===== config.mk =====
export PLATFORM = sky130hd
export DESIGN_NAME = cwdi_fifo
export DESIGN_NICKNAME = d
export VERILOG_FILES = /design/src/hw/rtl/cwdi_pkg.sv /design/src/hw/rtl/cwdi_fifo.sv
export SDC_FILE = /design/constraint.sdc
export NUM_CORES = 1
export LEC_CHECK = 0
export BUFFER_PORTS_ARGS = -buffer_cell sky130_fd_sc_hd__buf_2
export CAP_MARGIN = 20
export CORE_ASPECT_RATIO = 2
export CORE_UTILIZATION = 56
export DETAILED_ROUTE_END_ITERATION = 12
export PLACE_DENSITY_LB_ADDON = 0.05
export SYNTH_ARGS = -nofsm -noshare
export SYNTH_HDL_FRONTEND = slang
export SYNTH_SLANG_ARGS = --single-unit

===== constraint.sdc =====
create_clock -name aclk -period 3.3 [get_ports aclk]
set_clock_uncertainty 0.15 [all_clocks]
set_input_delay 0.165 -clock aclk [delete_from_list [all_inputs] [get_ports aclk]]
set_output_delay 0.165 -clock aclk [all_outputs]
set_load 0.02 [all_outputs]

===== src/hw/rtl/cwdi_pkg.sv =====
// ----------------------------------------------------------------------------
// cwdi_pkg
// Shared constants, types and config decode for the central window
// downsample and invert core.
// ----------------------------------------------------------------------------
package cwdi_pkg;

    // Sizing
    localparam int MAX_OUT_WIDTH     = 1024;
    localparam int MAX_SCALE_QUARTER = 16;
    localparam int HEIGHT_MAX        = 1024;

    localparam int COL_W  = $clog2(MAX_OUT_WIDTH);
    localparam int ROW_W  = $clog2(HEIGHT_MAX);
    localparam int SUB_W  = $clog2(4 * MAX_SCALE_QUARTER);
    localparam int Q_W    = 5;
    localparam int SIZE_W = 11;
    localparam int PIX_W  = 8;
    localparam int POS_W  = 10;
    localparam int SUM_W  = 18;
    localparam int DIV_W  = $clog2(4 * MAX_SCALE_QUARTER * MAX_SCALE_QUARTER) + 1;
    localparam int CNT_W  = $clog2(SUM_W + 1);

    // Stream widths
    localparam int S_TDATA_W = 8;
    localparam int M_FLD_W   = PIX_W + 2 * POS_W;
    localparam int M_TDATA_W = ((M_FLD_W + 7) / 8) * 8;
    localparam int M_PAD_W   = M_TDATA_W - M_FLD_W;

    // Queue between front and back
    localparam int QDEPTH = 4;
    localparam int QPTR_W = $clog2(QDEPTH);

    // Config port
    localparam int CFG_IDX_W = 2;
    localparam logic [CFG_IDX_W-1:0] CFG_SCALE_QUARTER = 2'd0;
    localparam logic [CFG_IDX_W-1:0] CFG_OUT_WIDTH     = 2'd1;
    localparam logic [CFG_IDX_W-1:0] CFG_OUT_HEIGHT    = 2'd2;

    localparam logic [Q_W-1:0]    RST_SCALE_QUARTER = 5'd2;
    localparam logic [SIZE_W-1:0] RST_OUT_WIDTH     = 11'd64;
    localparam logic [SIZE_W-1:0] RST_OUT_HEIGHT    = 11'd64;

    localparam logic [SUM_W-1:0] SUM_MAX = '1;
    localparam logic [PIX_W-1:0] PIX_MAX = '1;

    // Decoded configuration
    typedef struct packed {
        logic [Q_W-1:0]   q;
        logic [COL_W-1:0] w_last;
        logic [ROW_W-1:0] h_last;
    } cfg_t;

    // One in-window pixel handed from front to back
    typedef struct packed {
        logic [PIX_W-1:0] green;
        logic [COL_W-1:0] col;
        logic [ROW_W-1:0] row;
        logic             first;
        logic             last;
        logic             frame_last;
    } item_t;

    typedef struct packed {
        logic             start;
        logic [SUM_W-1:0] dividend;
        logic [DIV_W-1:0] divisor;
    } div_req_t;

    typedef struct packed {
        logic             done;
        logic [SUM_W-1:0] quotient;
    } div_rsp_t;

    typedef enum logic [1:0] {
        BK_IDLE,
        BK_ACC,
        BK_DIV,
        BK_OUT
    } bk_state_t;

    // Clamp the raw registers: zero reads as one, large values saturate
    function automatic cfg_t cfg_decode(logic [Q_W-1:0] sq, logic [SIZE_W-1:0] ow,
                                        logic [SIZE_W-1:0] oh);
        cfg_t c;
        int   qv;
        int   wv;
        int   hv;
        qv = (sq == '0) ? 1 : ((int'(sq) > MAX_SCALE_QUARTER) ? MAX_SCALE_QUARTER : int'(sq));
        wv = (ow == '0) ? 1 : ((int'(ow) > MAX_OUT_WIDTH) ? MAX_OUT_WIDTH : int'(ow));
        hv = (oh == '0) ? 1 : ((int'(oh) > HEIGHT_MAX) ? HEIGHT_MAX : int'(oh));
        c.q      = Q_W'(qv);
        c.w_last = COL_W'(wv - 1);
        c.h_last = ROW_W'(hv - 1);
        return c;
    endfunction

endpackage


===== src/hw/rtl/cwdi_fifo.sv =====
// ----------------------------------------------------------------------------
// cwdi_fifo
// Small register queue between the front and back of the core.
// ----------------------------------------------------------------------------
module cwdi_fifo import cwdi_pkg::*; (
    input  logic  aclk,
    input  logic  aresetn,
    input  logic  push,
    input  item_t push_item,
    output logic  full,
    input  logic  pop,
    output item_t head,
    output logic  empty
);

    item_t             entry_reg [QDEPTH];
    logic [QPTR_W-1:0] wr_ptr_reg, wr_ptr_next;
    logic [QPTR_W-1:0] rd_ptr_reg, rd_ptr_next;
    logic [QPTR_W:0]   count_reg, count_next;
    logic              do_push, do_pop;

    assign full    = (count_reg == (QPTR_W + 1)'(QDEPTH));
    assign empty   = (count_reg == '0);
    assign head    = entry_reg[rd_ptr_reg];
    assign do_push = push && !full;
    assign do_pop  = pop && !empty;

    // Pointer and occupancy update
    always_comb begin
        wr_ptr_next = do_push ? wr_ptr_reg + QPTR_W'(1) : wr_ptr_reg;
        rd_ptr_next = do_pop ? rd_ptr_reg + QPTR_W'(1) : rd_ptr_reg;
        count_next  = count_reg;
        if (do_push && !do_pop) begin
            count_next = count_reg + (QPTR_W + 1)'(1);
        end else if (do_pop && !do_push) begin
            count_next = count_reg - (QPTR_W + 1)'(1);
        end
    end

    always_ff @(posedge aclk) begin
        if (!aresetn) begin
            wr_ptr_reg <= '0;
            rd_ptr_reg <= '0;
            count_reg  <= '0;
        end else begin
            wr_ptr_reg <= wr_ptr_next;
            rd_ptr_reg <= rd_ptr_next;
            count_reg  <= count_next;
        end
    end

    // Storage, no reset
    always_ff @(posedge aclk) begin
        if (do_push) begin
            entry_reg[wr_ptr_reg] <= push_item;
        end
    end

endmodule


==> run_results.csv <==
group,metric,value,unit
logic_synthesis,synth_top_area_share,75.1,%
logic_synthesis,avgSynthCellArea,23.7,sq um
detailed_routing,drtIter0Drc,172,
logic_synthesis,synthesis.nets,250,
sta,hold_slack,0.0753,ns
run_status,outcome,"finished clean",
sta,finalMaxSlewViolations,0,
cts,cts_resized,0,
cells_and_area,largest_reg_flops,124,
logic_synthesis,ys_top_cells_by_area,"edfxtp_1 (75%), mux4_2 (14%), dfxtp_1 (3.6%)",
sta,tightest_slew,0.837,ns
logic_synthesis,synth.most_common_cell,"edfxtp_1",
cells_and_area,final_nets,365,
floorplan,core_area,8590,sq um
critical_path,cp.required,3.48,ns
cts,clock_sinks,133,
critical_path,start_kind,"flop",
cts,cts_tree,"built",
global_routing,grt_pass1_wl,12400,um
floorplan,num_rows,48,
sta,finalSetupTns,0,ns
logic_synthesis,ys.flop_type,"edfxtp_1",
cells_and_area,fillers,525,
place,port_buffers,67,
pwr,powerDensity,784,nW/um^2
logic_synthesis,yosysSeqAreaShare,78.7,%
logic_synthesis,synth_edf_count,124,
place,dp_worst_setup_slack,0.764,ns
sta,rsz0062_at_grt,"false",
pwr,power,4880,uW
floorplan,die_area,9260,sq um
sta,clock.fmax,398,MHz
critical_path,critical_path_class,"flop to flop",
logic_synthesis,synth_warnings,0,
critical_path,critPathMaxFanout,7,
detailed_routing,drc,0,
cells_and_area,drive_gt1_share,39.3,%
sta,period_minus_slack,2.51,ns
logic_synthesis,syn_inst,209,
cells_and_area,n_antenna_cell,0,
detailed_routing,drtAntennaViolNets,0,
floorplan,initial_core_util,57.8,%
cts,clockBufferDepth,2,
sta,relSlewSlack,44.2,%
detailed_routing,postRouteWirelength,8060,um
logic_synthesis,synth.distinct_cells,22,
sta,hold_viol,0,
pwr,leakage,0.00218,uW
global_routing,antenna_found_initial,0,
logic_synthesis,ys_ff_latch,133,
sta,setup_ws,0.787,ns
global_routing,grt_remaining_overflow,0,
floorplan,dieWidth,68.5,um
global_routing,grt_pass1_vias,2480,
floorplan,io_pins,68,
cts,clk_transition_reported_paths,0.05,ns
logic_synthesis,post-synth-top-area-cell,"edfxtp_1",
flow_run,cap_violations,0,
global_routing,grtUsageTotal,19.9,%
cts,insertion_delay,0.40,ns
sta,timing.final.crit_share,76.2,%
cts,clock-root-buffer,"clkbuf_16",
critical_path,worst_setup_path_end_kind,"flop",
pwr,ir_drop,0.462,mV
detailed_routing,vias,2403,
logic_synthesis,synth_commonest_cells,"edfxtp_1 (124), mux4_2 (31), dfxtp_1 (9), and2_1 (8), ha_1 (5)",
logic_synthesis,synthArstFlopShare,0,%
logic_synthesis,netlist_area,4960,sq um
hold_path,min_path_type,"input pin to flop",
cells_and_area,fin_util,72.4,%
floorplan,die_y,135,um
global_routing,grt_max_degree,32,
critical_path,arrival,2.69,ns
place,place.detailed.hpwl,4990,um
place,place.gp.congestion,0.652,
cts,h-tree-depth,4,
cts,numCtsBuffers,17,
cells_and_area,area_delta_synth_final,25.4,%
detailed_routing,drt-wirelength-per-cell,18.5,um
sta,setup_viol,0,
detailed_routing,viasPerCell,5.51,
detailed_routing,firstDrtPassIters,4,
## where the power goes
part / leakage (uW) / switching (uW) / internal (uW)
combinational: 0.000726 / 606 / 556
sequential: 0.00121 / 138 / 2060
clock: 0.000239 / 587 / 932
## stage by stage
stage          instance area (sq um)  std cells
2_1_floorplan                   4960        209
3_3_place_gp                    5410        373
3_5_place_dp                    5410        373
4_1_cts                         6220        436
5_1_grt                         6220        436
6_report                        6220        436
## cells by family (layout without fill, tap and decap cells)
| group | Yosys count | count (layout) | synth area share, % |
|---|---|---|---|
| buffers and inverters | 11 | 138 | 1.51 |
| and+or+nand+nor | 17 | 17 | 2.04 |
| DFF | 133 | 133 | 78.7 |
| adders and majority gates | 6 | 6 | 1.67 |
| xor gates and xnor gates | 4 | 4 | 0.706 |
| muxes | 34 | 34 | 14.7 |
| AOI/OAI and AO/OA | 4 | 4 | 0.681 |
## layout make-up
| cell class | instances | area [sq um] | area share (%) |
|---|---|---|---|
| inverter | 3 | 11.3 | 0.181 |
| timing repair buffer | 104 | 706 | 11.4 |
| clock buffer | 22 | 444 | 7.14 |
| multi-input combinational | 65 | 986 | 15.9 |
| sequential | 133 | 3910 | 62.8 |
| tap | 100 | 125 | 2.01 |
| clock inverter | 9 | 38.8 | 0.624 |
## worst max-delay path, cell delays in order, from the launching register on
cell and delay, ns:
dfxtp_1 0.48, nor3b_2 0.09, nor2b_1 0.41, ha_1 0.27
inv_1 0.06, fa_1 0.37, xor2_1 0.15, or3_1 0.29
a21boi_0 0.15
## placed cells by master (no fill, tap or decap), types with 5 or more instances in the layout
master / count
edfxtp_1: 124
buf_2: 67
dlygate4sd3_1: 32
mux4_2: 31
clkbuf_16: 17
dfxtp_1: 7
ha_1: 5
clkbuf_1: 5
clkinv_1: 5
## routing by layer
| metal | vias to the layer above | global-route usage, % | wire, um |
|---|---|---|---|
| li1 | 1096 | - | - |
| met1 | 1225 | 21.4 | 2950 |
| met2 | 74 | 34.9 | 4700 |
| met3 | 8 | 5.41 | 308 |
| met4 | 0 | 9.03 | 95 |
| met5 | - | 0 | 0 |
## worst paths after layout
path / end / slack, ns / from / depth (start not counted)
worst max-delay path: count_reg[2]$_SDFFE_PN0P_ / 0.79 / count_reg[0]$_SDFFE_PN0P_ / 8
worst min-delay path: flop / 0.08 / pop / 4
worst max register to register: count_reg[2]$_SDFFE_PN0P_ / 0.79 / count_reg[0]$_SDFFE_PN0P_ / 8
worst min register to register: wr_ptr_reg[0]$_SDFFE_PN0P_ / 0.36 / wr_ptr_reg[0]$_SDFFE_PN0P_ / 2
## repair_timing
action | CTS | global route
hold buffers | 32 | 0
hold endpoints to repair | 133 | 0
setup buffers | 0 | 0
Power figures use the tool's default switching activity.
