## config.mk

```make
export PLATFORM = sky130hd
export DESIGN_NAME = cwdi_front
export DESIGN_NICKNAME = d
export VERILOG_FILES = /design/src/hw/rtl/cwdi_pkg.sv /design/src/hw/rtl/cwdi_front.sv
export SDC_FILE = /design/constraint.sdc
export NUM_CORES = 1
export LEC_CHECK = 0
export BUFFER_PORTS_ARGS = -buffer_cell sky130_fd_sc_hd__buf_2
export CORE_MARGIN = 2
export CORE_UTILIZATION = 45
export DETAILED_ROUTE_END_ITERATION = 12
export GPL_ROUTABILITY_DRIVEN = 0
export PLACE_DENSITY = 0.7
export SETUP_SLACK_MARGIN = 0.1
export SLEW_MARGIN = 20
export SYNTH_ARGS = -nofsm -noshare
export SYNTH_HDL_FRONTEND = slang
export SYNTH_SLANG_ARGS = --single-unit
export TNS_END_PERCENT = 5
```

## constraint.sdc

```tcl
create_clock -name aclk -period 7.5 [get_ports aclk]
set_input_delay 0.75 -clock aclk [delete_from_list [all_inputs] [get_ports aclk]]
set_output_delay 0.75 -clock aclk [all_outputs]
set_load 0.02 [all_outputs]
```

## src/hw/rtl/cwdi_pkg.sv

```systemverilog
// ----------------------------------------------------------------------------
// cwdi_pkg
// Shared constants, types and config decode for the central window
// downsample and invert core.
// ----------------------------------------------------------------------------
package cwdi_pkg;

    // Sizing
    localparam int MAX_OUT_WIDTH     = 1024;
    localparam int MAX_SCALE_QUARTER = 16;
    localparam int HEIGHT_MAX        = 1024;

    localparam int COL_W  = $clog2(MAX_OUT_WIDTH);
    localparam int ROW_W  = $clog2(HEIGHT_MAX);
    localparam int SUB_W  = $clog2(4 * MAX_SCALE_QUARTER);
    localparam int Q_W    = 5;
    localparam int SIZE_W = 11;
    localparam int PIX_W  = 8;
    localparam int POS_W  = 10;
    localparam int SUM_W  = 18;
    localparam int DIV_W  = $clog2(4 * MAX_SCALE_QUARTER * MAX_SCALE_QUARTER) + 1;
    localparam int CNT_W  = $clog2(SUM_W + 1);

    // Stream widths
    localparam int S_TDATA_W = 8;
    localparam int M_FLD_W   = PIX_W + 2 * POS_W;
    localparam int M_TDATA_W = ((M_FLD_W + 7) / 8) * 8;
    localparam int M_PAD_W   = M_TDATA_W - M_FLD_W;

    // Queue between front and back
    localparam int QDEPTH = 4;
    localparam int QPTR_W = $clog2(QDEPTH);

    // Config port
    localparam int CFG_IDX_W = 2;
    localparam logic [CFG_IDX_W-1:0] CFG_SCALE_QUARTER = 2'd0;
    localparam logic [CFG_IDX_W-1:0] CFG_OUT_WIDTH     = 2'd1;
    localparam logic [CFG_IDX_W-1:0] CFG_OUT_HEIGHT    = 2'd2;

    localparam logic [Q_W-1:0]    RST_SCALE_QUARTER = 5'd2;
    localparam logic [SIZE_W-1:0] RST_OUT_WIDTH     = 11'd64;
    localparam logic [SIZE_W-1:0] RST_OUT_HEIGHT    = 11'd64;

    localparam logic [SUM_W-1:0] SUM_MAX = '1;
    localparam logic [PIX_W-1:0] PIX_MAX = '1;

    // Decoded configuration
    typedef struct packed {
        logic [Q_W-1:0]   q;
        logic [COL_W-1:0] w_last;
        logic [ROW_W-1:0] h_last;
    } cfg_t;

    // One in-window pixel handed from front to back
    typedef struct packed {
        logic [PIX_W-1:0] green;
        logic [COL_W-1:0] col;
        logic [ROW_W-1:0] row;
        logic             first;
        logic             last;
        logic             frame_last;
    } item_t;

    typedef struct packed {
        logic             start;
        logic [SUM_W-1:0] dividend;
        logic [DIV_W-1:0] divisor;
    } div_req_t;

    typedef struct packed {
        logic             done;
        logic [SUM_W-1:0] quotient;
    } div_rsp_t;

    typedef enum logic [1:0] {
        BK_IDLE,
        BK_ACC,
        BK_DIV,
        BK_OUT
    } bk_state_t;

    // Clamp the raw registers: zero reads as one, large values saturate
    function automatic cfg_t cfg_decode(logic [Q_W-1:0] sq, logic [SIZE_W-1:0] ow,
                                        logic [SIZE_W-1:0] oh);
        cfg_t c;
        int   qv;
        int   wv;
        int   hv;
        qv = (sq == '0) ? 1 : ((int'(sq) > MAX_SCALE_QUARTER) ? MAX_SCALE_QUARTER : int'(sq));
        wv = (ow == '0) ? 1 : ((int'(ow) > MAX_OUT_WIDTH) ? MAX_OUT_WIDTH : int'(ow));
        hv = (oh == '0) ? 1 : ((int'(oh) > HEIGHT_MAX) ? HEIGHT_MAX : int'(oh));
        c.q      = Q_W'(qv);
        c.w_last = COL_W'(wv - 1);
        c.h_last = ROW_W'(hv - 1);
        return c;
    endfunction

endpackage

```

## src/hw/rtl/cwdi_front.sv

```systemverilog
// ----------------------------------------------------------------------------
// cwdi_front
// Raster position tracking and window classification; forwards only pixels
// inside the central window of their block.
// ----------------------------------------------------------------------------
module cwdi_front import cwdi_pkg::*; (
    input  logic                 aclk,
    input  logic                 aresetn,
    input  cfg_t                 cfg,
    input  logic                 s_tvalid,
    output logic                 s_tready,
    input  logic [S_TDATA_W-1:0] s_tdata,     // [7:0] green_value
    input  logic                 q_full,
    output logic                 q_push,
    output item_t                q_item
);

    logic [COL_W-1:0] block_column_reg, block_column_next;
    logic [SUB_W-1:0] sub_column_reg, sub_column_next;
    logic [ROW_W-1:0] block_row_reg, block_row_next;
    logic [SUB_W-1:0] sub_row_reg, sub_row_next;

    logic [SUB_W-1:0] lo, hi, hi_m1, scale_m1;
    logic             in_col, in_row, accept;

    // Window bounds from the scale
    assign lo       = SUB_W'(cfg.q);
    assign hi       = SUB_W'({cfg.q, 1'b0}) + lo;
    assign hi_m1    = hi - SUB_W'(1);
    assign scale_m1 = SUB_W'({1'b0, cfg.q, 2'b00} - (Q_W + 3)'(1));

    assign s_tready = !q_full;
    assign accept   = s_tvalid && s_tready;

    assign in_col = (sub_column_reg >= lo) && (sub_column_reg < hi);
    assign in_row = (sub_row_reg >= lo) && (sub_row_reg < hi);

    // Classification of the current pixel
    always_comb begin
        q_push            = accept && in_col && in_row;
        q_item.green      = s_tdata[PIX_W-1:0];
        q_item.col        = block_column_reg;
        q_item.row        = block_row_reg;
        q_item.first      = (sub_row_reg == lo) && (sub_column_reg == lo);
        q_item.last       = (sub_row_reg == hi_m1) && (sub_column_reg == hi_m1);
        q_item.frame_last = (block_column_reg >= cfg.w_last) && (block_row_reg >= cfg.h_last);
    end

    // Raster counter advance, each wrapping at its limit
    always_comb begin
        block_column_next = block_column_reg;
        sub_column_next   = sub_column_reg;
        block_row_next    = block_row_reg;
        sub_row_next      = sub_row_reg;
        if (accept) begin
            if (sub_column_reg >= scale_m1) begin
                sub_column_next = '0;
                if (block_column_reg >= cfg.w_last) begin
                    block_column_next = '0;
                    if (sub_row_reg >= scale_m1) begin
                        sub_row_next = '0;
                        if (block_row_reg >= cfg.h_last) begin
                            block_row_next = '0;
                        end else begin
                            block_row_next = block_row_reg + ROW_W'(1);
                        end
                    end else begin
                        sub_row_next = sub_row_reg + SUB_W'(1);
                    end
                end else begin
                    block_column_next = block_column_reg + COL_W'(1);
                end
            end else begin
                sub_column_next = sub_column_reg + SUB_W'(1);
            end
        end
    end

    always_ff @(posedge aclk) begin
        if (!aresetn) begin
            block_column_reg <= '0;
            sub_column_reg   <= '0;
            block_row_reg    <= '0;
            sub_row_reg      <= '0;
        end else begin
            block_column_reg <= block_column_next;
            sub_column_reg   <= sub_column_next;
            block_row_reg    <= block_row_next;
            sub_row_reg      <= sub_row_next;
        end
    end

endmodule

```

==> out/qor.txt <==
Crit-path max cell delay - 0.54 ns
Async set-reset flop share out of synthesis - 0%
Total track usage - 18.99%
Post-DP HPWL - 5.291 mm
Area leader, netlist - ha_1
CTS resizes - 0
CTS max path bufs - 2
Area Growth Syn to Fin - 11.42%
Outcome - completed
Net count after synthesis - 468
Global route overflow - 0
Flop2flop setup slack - 4.92 ns
Metal2 WL - 3.015 mm
Vias per inst - 5.407
Reg2reg end - sub_row_reg[4]$_SDFFE_PN0P_
Post-synth top area share - 21.42%
CTS Hold Bufs - 0
Post-CTS Setup Bufs - 0
Pwr dens - 110.0 nW/um2
Pin count of the biggest net entering global routing - 23
Hold Startpoint - block_row_reg[9]$_SDFFE_PN0P_
First-pass GRT wire length - 11.89 mm
Startpoint types - primary input
Slew headroom - 33.15%
Layout cell share with drive strength beyond 1 - 19.29%
Initial Util - 46.43%
Die Height - 87.72 um
Number of global-route vias before repair - 2665
Cts bufs inserted - 5
Worst-path cell chain - buf_2, ha_1, fa_1, inv_1, ha_1, a21oi_1, maj3_1, maj3_1, o211a_1, buf_2
Critical path origin - cfg[20]
Cell total after placement - 508
Tightest Hold Check Type - register to register
Register Area - 640.6 um2
H-tree Lvls - 2
R2R cell count - 7
Initial antenna violation count - 0
Critical path required time - 6.75 ns
Rows - 30
DR vias - 2790
Die width - 87.72 um
Metal-1 WL - 3.420 mm
Highest Signal Layer - met4
RSZ-0062 raised after global routing - no
Worst-Skew Late Latency - 0.29 ns
TritonCTS clock tree - done
Clk pin slew, worst setup/hold paths - 0.07 ns
Slowest CP cell - fa_1
Core ar. - 6794 um2
Setup TNS - 0 ns
WHS Path Cells - 2
Period Utilization, post-route - 52.55%
RR Startpoint - block_column_reg[3]$_SDFFE_PN0P_
DR DRC count - 0
Drt pass-1 iters - 4
Synth Warn # - 0
First DRT Iteration DRCs - 121
PortBufs - 53
Net count, final - 511
Count of state elements after synthesis - 32
Worst Skew - 0.008751 ns
Synth cell types - 66
Final setup margin - 3.559 ns
WHS Endpoint - block_row_reg[9]$_SDFFE_PN0P_
Max_cap viols - 0
Register area share after synthesis - 20.31%
WL met3 - 307 um
Lkg Pwr - 1.639 nW
Max-slew violations - 0
Critical path arrival - 3.19 ns
Final setup fails - 0
Remaining antenna violation count - 0
FMAX - 253.7 MHz
CTS sink cnt - 32
Top FF cell, synth - dfxtp_1
Minimum clock period - 3.941 ns
WS Path Type - primary input to output port
Final hold vios - 0
Die Footprint - 7695 um2
Pre-CTS setup slack - 3.576 ns
# diodes - 0
Mapped Avg Cell Area - 8.389 um2
Worst Max-Slew Pin Slew - 1.003 ns
Final WL - 6.846 mm
CP endpoint kind - output port
Finished Layout Cells - 516
Area of the multi-input gates - 2245 um2
Routed length per instance - 13.27 um
CTS root buf - clkbuf_8
Synth Instances - 376
Worst vdd ir - 0.05594 mV
I/O pin count - 70
Filler cells - 654
Post-Syn Area - 3154 um2
Synth area leaders - ha_1 (21%), dfxtp_1 (20%), inv_1 (4.8%)
Post-synth EDFFs - 0
Max Fanout on Critical Path - 10
-- layer usage --
| layer | GRT usage, % | up-vias |
|---|---|---|
| li1 | - | 1435 |
| met1 | 26.35 | 1274 |
| met2 | 29.68 | 70 |
| met3 | 3.487 | 11 |
| met4 | 6.294 | 0 |
| met5 | 0 | - |
-- cells in the final DEF (no fill, tap or decap), types with 4 or more instances in the layout --
cell,instances
a211oi_1,10
clkbuf_8,6
nor2_1,22
o22ai_1,7
nor3_1,10
a21oi_1,16
nand3_1,13
ha_1,54
inv_1,40
a21o_1,6
xor2_1,9
nand2_1,25
o21ai_1,8
nor2b_1,4
xnor2_1,12
nand4_1,7
o311ai_1,4
and3_1,7
or3_1,8
dfxtp_1,32
buf_2,53
nand2b_1,5
-- logic make-up (layout without fill, tap and decap cells) --
group / Yosys count / in the layout / share of synthesized area (%)
AO/OA/AOI/OAI: 86 / 86 / 20.63
AND/OR/NAND/NOR: 120 / 120 / 20.67
flip-flops: 32 / 32 / 20.31
multiplexers: 1 / 1 / 0.3173
buffers and inverters: 57 / 101 / 8.528
adder cells (fa/ha/maj): 57 / 57 / 22.69
XOR/XNOR: 23 / 23 / 6.863
-- power breakdown --
| group | leakage [nW] | switching [W] | internal [W] |
|---|---|---|---|
| Clock | 0.0445 | 0.0000654 | 0.0000745 |
| Sequential | 0.258 | 0.00000106 | 0.000171 |
| Combinational | 1.34 | 0.0000433 | 0.0000319 |
-- area by class of cell --
type	count	share of cell area, %
tap	96	3.418
clock inverter	1	0.2136
multi-input combinational	287	63.87
clock buffer	7	2.456
timing repair buffer	53	7.547
inverter	40	4.272
sequential	32	18.23
-- per-stage QoR --
stage | hold WS [ns] | instance area, um2 | total power, W | utilization (%)
5_1_grt | 0.5408 | 3515 | 0.0004066 | 51.73
4_1_cts | 0.5307 | 3515 | 0.0003921 | 51.73
3_3_place_gp | 0.5055 | 3421 | 0.0002479 | 50.35
3_5_place_dp | 0.5202 | 3421 | 0.0002503 | 50.35
6_report | 0.5268 | 3515 | 0.0003867 | 51.73
2_1_floorplan | 0.4832 | 3154 | 0.0002359 | -
-- worst max-delay path: cells and delay by family --
family / cells / cell delay, ns
fa+ha+maj: 5 / 1.78
buf+inv: 3 / 0.39
compound gates: 2 / 0.26
-- worst max path at each step --
stage / to / slack [ns]
after detailed placement: q_push / 3.58
after global routing: q_push / 3.45
final: q_push / 3.56
after global placement: q_push / 3.59
after CTS: q_push / 3.56
after floorplan: q_push / 3.94
-- synthesized netlist by cell type (3+ instances only) --
cell      number
xor2_1         9
clkbuf_1       3
nor2_1        22
nand3_1       13
o22ai_1        7
nand2_1       25
o21ai_1        8
or3_1          8
nand2b_1       5
o211ai_1       3
dfxtp_1       32
and3_1         7
a211oi_1      10
ha_1          54
buf_4         10
a21o_1         6
xnor2_1       12
nand3b_1       3
nor3_1        10
a21oi_2        3
inv_1         40
o311ai_1       4
nor2b_1        4
o21ai_0        3
nand4_1        7
a21oi_1       16
o21a_1         3
Power figures use the tool's default switching activity.
