`config.mk`:
```
export PLATFORM = sky130hd
export DESIGN_NAME = cwdi_div
export DESIGN_NICKNAME = d
export VERILOG_FILES = /design/src/hw/rtl/cwdi_pkg.sv /design/src/hw/rtl/cwdi_div.sv
export SDC_FILE = /design/constraint.sdc
export NUM_CORES = 1
export LEC_CHECK = 0
export ABC_CLOCK_PERIOD_IN_PS = 3500
export BUFFER_PORTS_ARGS = -buffer_cell sky130_fd_sc_hd__buf_2
export CAP_MARGIN = 20
export CORE_ASPECT_RATIO = 1.1
export CORE_MARGIN = 4
export CORE_UTILIZATION = 38
export CTS_BUF_LIST = sky130_fd_sc_hd__clkbuf_4
export CTS_CLUSTER_DIAMETER = 50
export DETAILED_ROUTE_END_ITERATION = 8
export GPL_ROUTABILITY_DRIVEN = 1
export HOLD_SLACK_MARGIN = 0.06
export MAX_ROUTING_LAYER = met4
export PLACE_DENSITY = 0.57
export SLEW_MARGIN = 10
export SYNTH_ARGS = -nofsm -noshare
export SYNTH_HDL_FRONTEND = slang
export SYNTH_SLANG_ARGS = --single-unit
export TNS_END_PERCENT = 1
```
`constraint.sdc`:
```
create_clock -name aclk -period 3.5 [get_ports aclk]
set_input_delay 0.525 -clock aclk [delete_from_list [all_inputs] [get_ports aclk]]
set_output_delay 0.525 -clock aclk [all_outputs]
set_load 0.02 [all_outputs]
```
`src/hw/rtl/cwdi_pkg.sv`:
```
// ----------------------------------------------------------------------------
// cwdi_pkg
// Shared constants, types and config decode for the central window
// downsample and invert core.
// ----------------------------------------------------------------------------
package cwdi_pkg;

    // Sizing
    localparam int MAX_OUT_WIDTH     = 1024;
    localparam int MAX_SCALE_QUARTER = 16;
    localparam int HEIGHT_MAX        = 1024;

    localparam int COL_W  = $clog2(MAX_OUT_WIDTH);
    localparam int ROW_W  = $clog2(HEIGHT_MAX);
    localparam int SUB_W  = $clog2(4 * MAX_SCALE_QUARTER);
    localparam int Q_W    = 5;
    localparam int SIZE_W = 11;
    localparam int PIX_W  = 8;
    localparam int POS_W  = 10;
    localparam int SUM_W  = 18;
    localparam int DIV_W  = $clog2(4 * MAX_SCALE_QUARTER * MAX_SCALE_QUARTER) + 1;
    localparam int CNT_W  = $clog2(SUM_W + 1);

    // Stream widths
    localparam int S_TDATA_W = 8;
    localparam int M_FLD_W   = PIX_W + 2 * POS_W;
    localparam int M_TDATA_W = ((M_FLD_W + 7) / 8) * 8;
    localparam int M_PAD_W   = M_TDATA_W - M_FLD_W;

    // Queue between front and back
    localparam int QDEPTH = 4;
    localparam int QPTR_W = $clog2(QDEPTH);

    // Config port
    localparam int CFG_IDX_W = 2;
    localparam logic [CFG_IDX_W-1:0] CFG_SCALE_QUARTER = 2'd0;
    localparam logic [CFG_IDX_W-1:0] CFG_OUT_WIDTH     = 2'd1;
    localparam logic [CFG_IDX_W-1:0] CFG_OUT_HEIGHT    = 2'd2;

    localparam logic [Q_W-1:0]    RST_SCALE_QUARTER = 5'd2;
    localparam logic [SIZE_W-1:0] RST_OUT_WIDTH     = 11'd64;
    localparam logic [SIZE_W-1:0] RST_OUT_HEIGHT    = 11'd64;

    localparam logic [SUM_W-1:0] SUM_MAX = '1;
    localparam logic [PIX_W-1:0] PIX_MAX = '1;

    // Decoded configuration
    typedef struct packed {
        logic [Q_W-1:0]   q;
        logic [COL_W-1:0] w_last;
        logic [ROW_W-1:0] h_last;
    } cfg_t;

    // One in-window pixel handed from front to back
    typedef struct packed {
        logic [PIX_W-1:0] green;
        logic [COL_W-1:0] col;
        logic [ROW_W-1:0] row;
        logic             first;
        logic             last;
        logic             frame_last;
    } item_t;

    typedef struct packed {
        logic             start;
        logic [SUM_W-1:0] dividend;
        logic [DIV_W-1:0] divisor;
    } div_req_t;

    typedef struct packed {
        logic             done;
        logic [SUM_W-1:0] quotient;
    } div_rsp_t;

    typedef enum logic [1:0] {
        BK_IDLE,
        BK_ACC,
        BK_DIV,
        BK_OUT
    } bk_state_t;

    // Clamp the raw registers: zero reads as one, large values saturate
    function automatic cfg_t cfg_decode(logic [Q_W-1:0] sq, logic [SIZE_W-1:0] ow,
                                        logic [SIZE_W-1:0] oh);
        cfg_t c;
        int   qv;
        int   wv;
        int   hv;
        qv = (sq == '0) ? 1 : ((int'(sq) > MAX_SCALE_QUARTER) ? MAX_SCALE_QUARTER : int'(sq));
        wv = (ow == '0) ? 1 : ((int'(ow) > MAX_OUT_WIDTH) ? MAX_OUT_WIDTH : int'(ow));
        hv = (oh == '0) ? 1 : ((int'(oh) > HEIGHT_MAX) ? HEIGHT_MAX : int'(oh));
        c.q      = Q_W'(qv);
        c.w_last = COL_W'(wv - 1);
        c.h_last = ROW_W'(hv - 1);
        return c;
    endfunction

endpackage

```
`src/hw/rtl/cwdi_div.sv`:
```
// ----------------------------------------------------------------------------
// cwdi_div
// Restoring divider, one quotient bit per cycle, for the window mean.
// ----------------------------------------------------------------------------
module cwdi_div import cwdi_pkg::*; (
    input  logic     aclk,
    input  logic     aresetn,
    input  div_req_t req,
    output div_rsp_t rsp
);

    logic             busy_reg, busy_next;
    logic             done_reg, done_next;
    logic [CNT_W-1:0] cnt_reg, cnt_next;
    logic [SUM_W-1:0] quo_reg, quo_next;
    logic [DIV_W-1:0] rem_reg, rem_next;
    logic [DIV_W-1:0] dvs_reg, dvs_next;
    logic [DIV_W-1:0] shifted;
    logic             fits;

    // One shift-subtract step; remainder stays below the divisor
    assign shifted = {rem_reg[DIV_W-2:0], quo_reg[SUM_W-1]};
    assign fits    = (shifted >= dvs_reg);

    always_comb begin
        busy_next = busy_reg;
        done_next = 1'b0;
        cnt_next  = cnt_reg;
        quo_next  = quo_reg;
        rem_next  = rem_reg;
        dvs_next  = dvs_reg;
        if (req.start) begin
            busy_next = 1'b1;
            cnt_next  = CNT_W'(SUM_W - 1);
            quo_next  = req.dividend;
            rem_next  = '0;
            dvs_next  = req.divisor;
        end else if (busy_reg) begin
            quo_next = {quo_reg[SUM_W-2:0], fits};
            rem_next = fits ? shifted - dvs_reg : shifted;
            cnt_next = cnt_reg - CNT_W'(1);
            if (cnt_reg == '0) begin
                busy_next = 1'b0;
                done_next = 1'b1;
            end
        end
    end

    always_ff @(posedge aclk) begin
        if (!aresetn) begin
            busy_reg <= 1'b0;
            done_reg <= 1'b0;
            cnt_reg  <= '0;
        end else begin
            busy_reg <= busy_next;
            done_reg <= done_next;
            cnt_reg  <= cnt_next;
        end
    end

    always_ff @(posedge aclk) begin
        quo_reg <= quo_next;
        rem_reg <= rem_next;
        dvs_reg <= dvs_next;
    end

    assign rsp.done     = done_reg;
    assign rsp.quotient = quo_reg;

endmodule

```
==> results of run 1 <==
per-layer routing:
metal / global-route usage, % / wire length, um / vias to the layer above
met5: - / 0 / -
li1: - / - / 822
met1: 18.64 / 2187 / 736
met2: 19.72 / 2102 / 49
met3: 3.600 / 241 / 5
met4: 4.571 / 70 / 0
worst register-to-register path: stages (launching register included):
cell and delay, ps:
edfxtp_1 340, inv_1 40, ha_1 370, o211ai_1 120, a21oi_1 190, o21ai_1 150, o21ai_2 570, mux2i_1 180
a211oi_1 250
cell type report:
| cell class | count | area [um^2] |
|---|---|---|
| fillers | 541 | 3105 |
| flip-flops and latches | 46 | 1211 |
| multi-input cells | 128 | 991.0 |
| repair buffers | 52 | 265.3 |
| well taps | 77 | 96.34 |
| inverters | 19 | 71.32 |
| clock inverters | 3 | 63.81 |
| clock buffers | 5 | 37.54 |
Yosys cell counts, types with 2 or more instances:
| library cell | number | area, um^2 |
|---|---|---|
| a21oi_1 | 12 | 60.06 |
| mux2i_1 | 7 | 70.07 |
| xor2_1 | 4 | 35.03 |
| inv_1 | 19 | 71.32 |
| mux2_2 | 18 | 202.7 |
| ha_1 | 12 | 150.1 |
| xnor2_1 | 7 | 61.31 |
| a21o_1 | 2 | 15.01 |
| nand3_1 | 4 | 20.02 |
| clkbuf_1 | 2 | 7.510 |
| o21a_1 | 2 | 15.01 |
| o211ai_1 | 2 | 15.01 |
| nor2_1 | 14 | 52.55 |
| nor2b_1 | 2 | 12.51 |
| nand2b_1 | 4 | 25.02 |
| o22ai_1 | 2 | 12.51 |
| a211oi_1 | 6 | 45.04 |
| nand2_1 | 10 | 37.54 |
| buf_1 | 3 | 11.26 |
| o21ai_0 | 6 | 30.03 |
| edfxtp_1 | 29 | 870.8 |
| dfxtp_1 | 17 | 340.3 |
stage by stage:
stage	util, %	std cells	cell area (um^2)	setup slack [ps]
after floorplan	-	200	2311	1357
after global placement	45.11	322	2635	1262
after detailed placement	45.11	322	2635	1233
after CTS	46.84	330	2736	1189
after global routing	46.84	330	2736	993.6
final	46.84	330	2736	1211
logic make-up after synthesis:
kind of cell | count (synthesis) | share of synthesized area, %
adders and majority gates | 13 | 7.363
DFF | 46 | 52.41
muxes | 25 | 11.80
and+or+nand+nor | 41 | 9.042
buffers and inverters | 26 | 4.711
AOI/OAI and AO/OA | 38 | 10.50
xor gates and xnor gates | 11 | 4.169
power by group through the flow:
stage	combinational, W	clock, W	sequential (W)
2_1_floorplan	0.000152	0	0.000688
3_3_place_gp	0.000253	0	0.000665
3_5_place_dp	0.000253	0	0.000664
4_1_cts	0.000254	0.000399	0.000653
5_1_grt	0.000281	0.000423	0.000658
6_report	0.000252	0.000388	0.000652
cells in the final DEF (no fill, tap or decap):
master / instances
buf_2: 50
edfxtp_1: 29
inv_1: 19
mux2_2: 18
dfxtp_1: 17
nor2_1: 14
a21oi_1: 12
ha_1: 12
nand2_1: 10
mux2i_1: 7
xnor2_1: 7
o21ai_0: 6
a211oi_1: 6
clkbuf_4: 5
nand2b_1: 4
nand3_1: 4
xor2_1: 4
o211ai_1: 2
a21o_1: 2
o22ai_1: 2
nor2b_1: 2
o21a_1: 2
bufinv_16: 2
buf_4: 2
o21ai_1: 1
nand4_2: 1
nor4_2: 1
o21ai_2: 1
or3_1: 1
o311ai_0: 1
o21bai_1: 1
o311a_1: 1
nand3b_1: 1
nor3_1: 1
nor4_1: 1
nand4bb_1: 1
a32o_1: 1
fa_1: 1
clkinv_1: 1
worst paths after layout:
path,from,to,depth (start not counted)
worst max register to register,dvs_reg[2],rem_reg[3],8
worst min register to register,rem_reg[9],rem_reg[9],1
worst min-delay path,req[3],dvs_reg[3],1
worst max-delay path,dvs_reg[2],rem_reg[3],8
==> results.sh, run 1 <==
export IMPL_ys_warn_count=0
export IMPL_syn_avg_cell_area_um2=11.55
export IMPL_htreeDepth=2
export IMPL_crit_buf_inv=1
export IMPL_skew_ps=11.91
export IMPL_clock_latency_ps=350
export IMPL_p_sw_w=0.0003335
export IMPL_drt_iter0_drc=94
export IMPL_power_w=0.001292
export IMPL_wirelength_mm=4.603
export IMPL_cp_cell_sequence="inv_1, ha_1, o211ai_1, a21oi_1, o21ai_1, o21ai_2, mux2i_1, a211oi_1"
export IMPL_io_pins=51
export IMPL_p_leak_nw=1.124
export IMPL_start_kind="flop"
export IMPL_netlist_instances=200
export IMPL_nNetsFinal=297
export IMPL_drv_cap=0
export IMPL_p_comb_share_pct=19.5
export IMPL_areaGrowthSynthToFinish_pct=18.41
export IMPL_die_h_um=89.79
export IMPL_crit_family="compound AO/OA/AOI/OAI gates"
export IMPL_status="finished, final reports clean"
export IMPL_synth_nets=245
export IMPL_grt_pass1_vias=1640
export IMPL_cpMaxStageDelayCell="o21ai_2"
export IMPL_largest_register_ffs=18
export IMPL_seq_area_frac_synth_pct=52.41
export IMPL_hp_class="in2reg"
export IMPL_grt_pass1_wl_mm=7.665
export IMPL_die_w_um=82.36
export IMPL_pwr_share_clk_pct=30.1
export IMPL_ctsLongestPathBuffers=2
export IMPL_setup_viol=0
export IMPL_path_max_fanout=11
export IMPL_die_area_um2=7395
export IMPL_max_slew_worst_pin_slew_ps=800.3
export IMPL_initial_core_util_pct=39.56
export IMPL_cts_root_buf="clkbuf_4"
export IMPL_maxSlewViolCount=0
export IMPL_vdd_drop_max_mv=0.3462
export IMPL_seqPwrFrac_pct=50.5
export IMPL_rsz0062_at_grt="false"
export IMPL_cts_setup_buffers=0
export IMPL_cp_required_ps=3770
export IMPL_dr_pass1_iters=4
export IMPL_cts_resized=0
export IMPL_power_density_nw_per_um2=472.0
export IMPL_vias_per_cell=4.885
export IMPL_ys_ff_latch=46
export IMPL_async_flop_share_pct=0
export IMPL_cts_buffers=5
export IMPL_swShare_pct=25.82
export IMPL_grt_remaining_overflow=0
export IMPL_cts_tree="done"
export IMPL_clkSinkCount=46
export IMPL_cts_hold_buf=0
export IMPL_num_vias=1612
export IMPL_p_int_w=0.0009581
export IMPL_wire_per_inst_um=13.95
export IMPL_antenna_found_initial=0
export IMPL_dp_hpwl_mm=3.380
export IMPL_syn_area_um2=2311
export IMPL_globalRouteTotalUtil_pct=13.72
export IMPL_diodes=0
export IMPL_critical_path_max_stage_delay_ps=570
export IMPL_drive_gt1_share_pct=31.62
export IMPL_synth_ff_type="edfxtp_1"
export IMPL_finalCritPeriodShare_pct=65.39
export IMPL_synth_edf_count=29
export IMPL_whs_ps=336.4
export IMPL_final_hold_viol_count=0
export IMPL_crit_type="reg2reg"
export IMPL_yosys_cell_types_count=38
export IMPL_drc_errors=0
export IMPL_io_buffers=50
export IMPL_drtAntennaViolNets=0
export IMPL_critPathArrivalTime_ps=2560
export IMPL_max_freq_ghz=0.4370
export IMPL_cts_reportedPaths_clkPinSlew_ps=140
export IMPL_worst_setup_path_end_kind="flop"
export IMPL_totalNegativeSetupSlack_ps=0
export IMPL_reg2reg_slack_ps=1210
export IMPL_min_period_ps=2289
export IMPL_maxSlewHeadroom_pct=46.59
export IMPL_core_area_um2=5842
export IMPL_gp_congestion=0.8811
export IMPL_grt_max_degree=40
export IMPL_fp_row_count=29
Power figures use the tool's default switching activity.
==> inputs of run 2 (changes only) <==
- ABC_AREA: default -> 1
- ABC_CLOCK_PERIOD_IN_PS: 3500 -> 1900
- PLACE_DENSITY: 0.57 -> 0.59
- clock period: 3.5 -> 1.9 ns (I/O delays scaled with it)
==> results.sh, run 2 <==
export IMPL_status="finished, final reports clean"
export IMPL_clkSinkCount=46
export IMPL_min_period_ps=1772
export IMPL_p_comb_share_pct=19.1
export IMPL_crit_family="simple AND/OR/NAND/NOR gates"
export IMPL_die_w_um=85.61
export IMPL_async_flop_share_pct=0
export IMPL_path_max_fanout=5
export IMPL_place_area_um2=2872
export IMPL_io_buffers=50
export IMPL_yosysTopAreaCellShare_pct=34.59
export IMPL_power_density_nw_per_um2=717.0
export IMPL_cp_cell_sequence="inv_1, ha_4, nand2_1, nand2_1, a21oi_1, nand2_1, nor2_4, buf_4, nand3_1, nand3_1, o21ai_1"
export IMPL_mostFrequentLayoutCell="nand2_1"
export IMPL_cpMaxStageDelayCell="edfxtp_1"
export IMPL_dpl_cell_count=442
export IMPL_nNetsFinal=418
export IMPL_place_ws_ps=29.97
export IMPL_skew_ps=6.999
export IMPL_cts_reportedPaths_clkPinSlew_ps=130
export IMPL_yosys_cell_types_count=30
export IMPL_die_h_um=93.37
export IMPL_io_pins=51
export IMPL_grt_pass1_wl_mm=9.204
export IMPL_globalRouteTotalUtil_pct=14.60
export IMPL_swShare_pct=27.09
export IMPL_synth_area_leaders="edfxtp_1, nand2_1, dfxtp_1"
export IMPL_totalNegativeSetupSlack_ps=0
export IMPL_synth_edf_count=29
export IMPL_diodes=0
export IMPL_synth_largest_area_cell="edfxtp_1"
export IMPL_dp_hpwl_mm=4.001
export IMPL_dr_pass1_iters=4
export IMPL_setup_slack_ps=128.2
export IMPL_gp_congestion=0.8772
export IMPL_synth_nets=358
export IMPL_die_area_um2=7993
export IMPL_maxSlewViolCount=0
export IMPL_p_int_w=0.001622
export IMPL_hold_path_cell_count=1
export IMPL_synth_ff_type="edfxtp_1"
export IMPL_worst_setup_path_end_kind="flop"
export IMPL_design_area_um2=3103
export IMPL_ys_ff_latch=46
export IMPL_pwr_share_clk_pct=27.7
export IMPL_core_area_um2=6306
export IMPL_vias_per_cell=4.727
export IMPL_num_vias=2146
export IMPL_htreeDepth=2
export IMPL_cts_root_buf="clkbuf_4"
export IMPL_netlist_instances=313
export IMPL_instances_no_fill=454
export IMPL_final_hold_viol_count=0
export IMPL_ctsLongestPathBuffers=2
export IMPL_antenna_found_initial=0
export IMPL_max_freq_ghz=0.5644
export IMPL_drive_gt1_share_pct=27.01
export IMPL_hp_class="in2reg"
export IMPL_worst_path_most_repeated_cell="nand2_1"
export IMPL_p_leak_nw=1.554
export IMPL_syn_area_um2=2517
export IMPL_seq_area_frac_synth_pct=48.11
export IMPL_drtAntennaViolNets=0
export IMPL_grt_max_degree=25
export IMPL_cp_depth=11
export IMPL_cp_required_ps=2150
export IMPL_wire_per_inst_um=11.98
export IMPL_cts_buffers=5
export IMPL_utilization_pct=49.21
export IMPL_syn_avg_cell_area_um2=8.043
export IMPL_rsz0062_at_grt="false"
export IMPL_p_sw_w=0.0006028
export IMPL_setup_viol=0
export IMPL_start_kind="flop"
export IMPL_grt_pass1_vias=2147
export IMPL_crit_type="reg2reg"
export IMPL_crit_buf_inv=2
export IMPL_max_slew_worst_pin_slew_ps=445.5
export IMPL_synth_most_common_cell="nand2_1"
export IMPL_wirelength_mm=5.441
export IMPL_cts_tree="done"
export IMPL_finalCritPeriodShare_pct=93.25
export IMPL_vdd_drop_max_mv=0.4321
export IMPL_areaGrowthSynthToFinish_pct=23.26
export IMPL_drt_iter0_drc=115
export IMPL_grt_remaining_overflow=0
export IMPL_ys_warn_count=0
export IMPL_initial_core_util_pct=39.92
export IMPL_drc_errors=0
export IMPL_fp_row_count=30
export IMPL_maxSlewHeadroom_pct=70.27
export IMPL_clock_latency_ps=350
export IMPL_critical_path_max_stage_delay_ps=390
export IMPL_drv_cap=0
export IMPL_largest_register_ffs=18
export IMPL_rr_worst_depth=11
export IMPL_critPathArrivalTime_ps=2020
export IMPL_synthTopCellsByCount="nand2_1, inv_1, edfxtp_1"
export IMPL_seqPwrFrac_pct=53.2
export IMPL_final_cell_mix="nand2_1, buf_2, inv_1"
export IMPL_fillers=637
export IMPL_cts_hold_buf=0
[run 2: cell count changes in the layout (fill, tap and decap cells not counted), sizes merged, moves of 5 or more]
cell | previous run | this run
nand2 | 10 | 119
inv | 19 | 49
nand3 | 4 | 26
mux2 | 18 | 0
buf | 52 | 61
mux2i | 7 | 0
a211oi | 6 | 1
[run 2: final cells by class]
type / count / area, um^2 / share of cell area (%)
clock inverters: 1 / 30.03 / 0.9677
inverters: 49 / 183.9 / 5.927
clock buffers: 7 / 52.55 / 1.694
flip-flops and latches: 46 / 1211 / 39.03
well taps: 80 / 100.1 / 3.226
repair buffers: 61 / 361.6 / 11.65
multi-input cells: 210 / 1164 / 37.50
[run 2: logic make-up after synthesis]
kind of cell | Yosys count | synth area share, %
adder cells (fa/ha/maj) | 13 | 6.759
AO/OA/AOI/OAI | 22 | 5.020
buffers and inverters | 57 | 9.741
XOR/XNOR | 3 | 1.044
AND/OR/NAND/NOR | 172 | 29.32
flip-flops | 46 | 48.11
[run 2: what timing repair did]
item | CTS | global route
endpoints found under the setup margin | 1 | 9
gates resized for setup | 1 | 24
buffers inserted | 0 | 4
hold endpoints to repair | 0 | 0
pin swaps | 0 | 6
[run 2: per-stage QoR]
step | total power (W) | hold slack [ps]
floorplan | 0.001460 | 383.9
global placement | 0.001604 | 451.9
detailed placement | 0.001602 | 457.2
CTS | 0.002223 | 84.56
global route | 0.002351 | 72.47
finish | 0.002225 | 99.69
[run 2: path summary, 6_finish.rpt]
path                    from    endpoint  slack (ps)
setup / recovery  dvs_reg[8]  rem_reg[7]         130
hold / removal        req[4]  dvs_reg[4]         100
setup reg to reg  dvs_reg[8]  rem_reg[7]         130
hold reg to reg   rem_reg[9]  rem_reg[9]         470
[run 2: per-layer routing]
layer  global-route usage, %  vias to the layer above  routed length (um)
li1                        -                     1116                   -
met1                   18.23                      963                2573
met2                   23.90                       59                2508
met3                   2.907                        8                 274
met4                   4.485                        0                  84
met5                       -                        -                   0
[run 2: power groups by stage]
| stage | Sequential (W) | Clock [W] | Combinational, W |
|---|---|---|---|
| finish | 0.00118 | 0.000616 | 0.000425 |
| global route | 0.00119 | 0.000682 | 0.000476 |
| CTS | 0.00118 | 0.000637 | 0.000402 |
| detailed placement | 0.00120 | 0 | 0.000399 |
| global placement | 0.00121 | 0 | 0.000398 |
| floorplan | 0.00125 | 0 | 0.000206 |
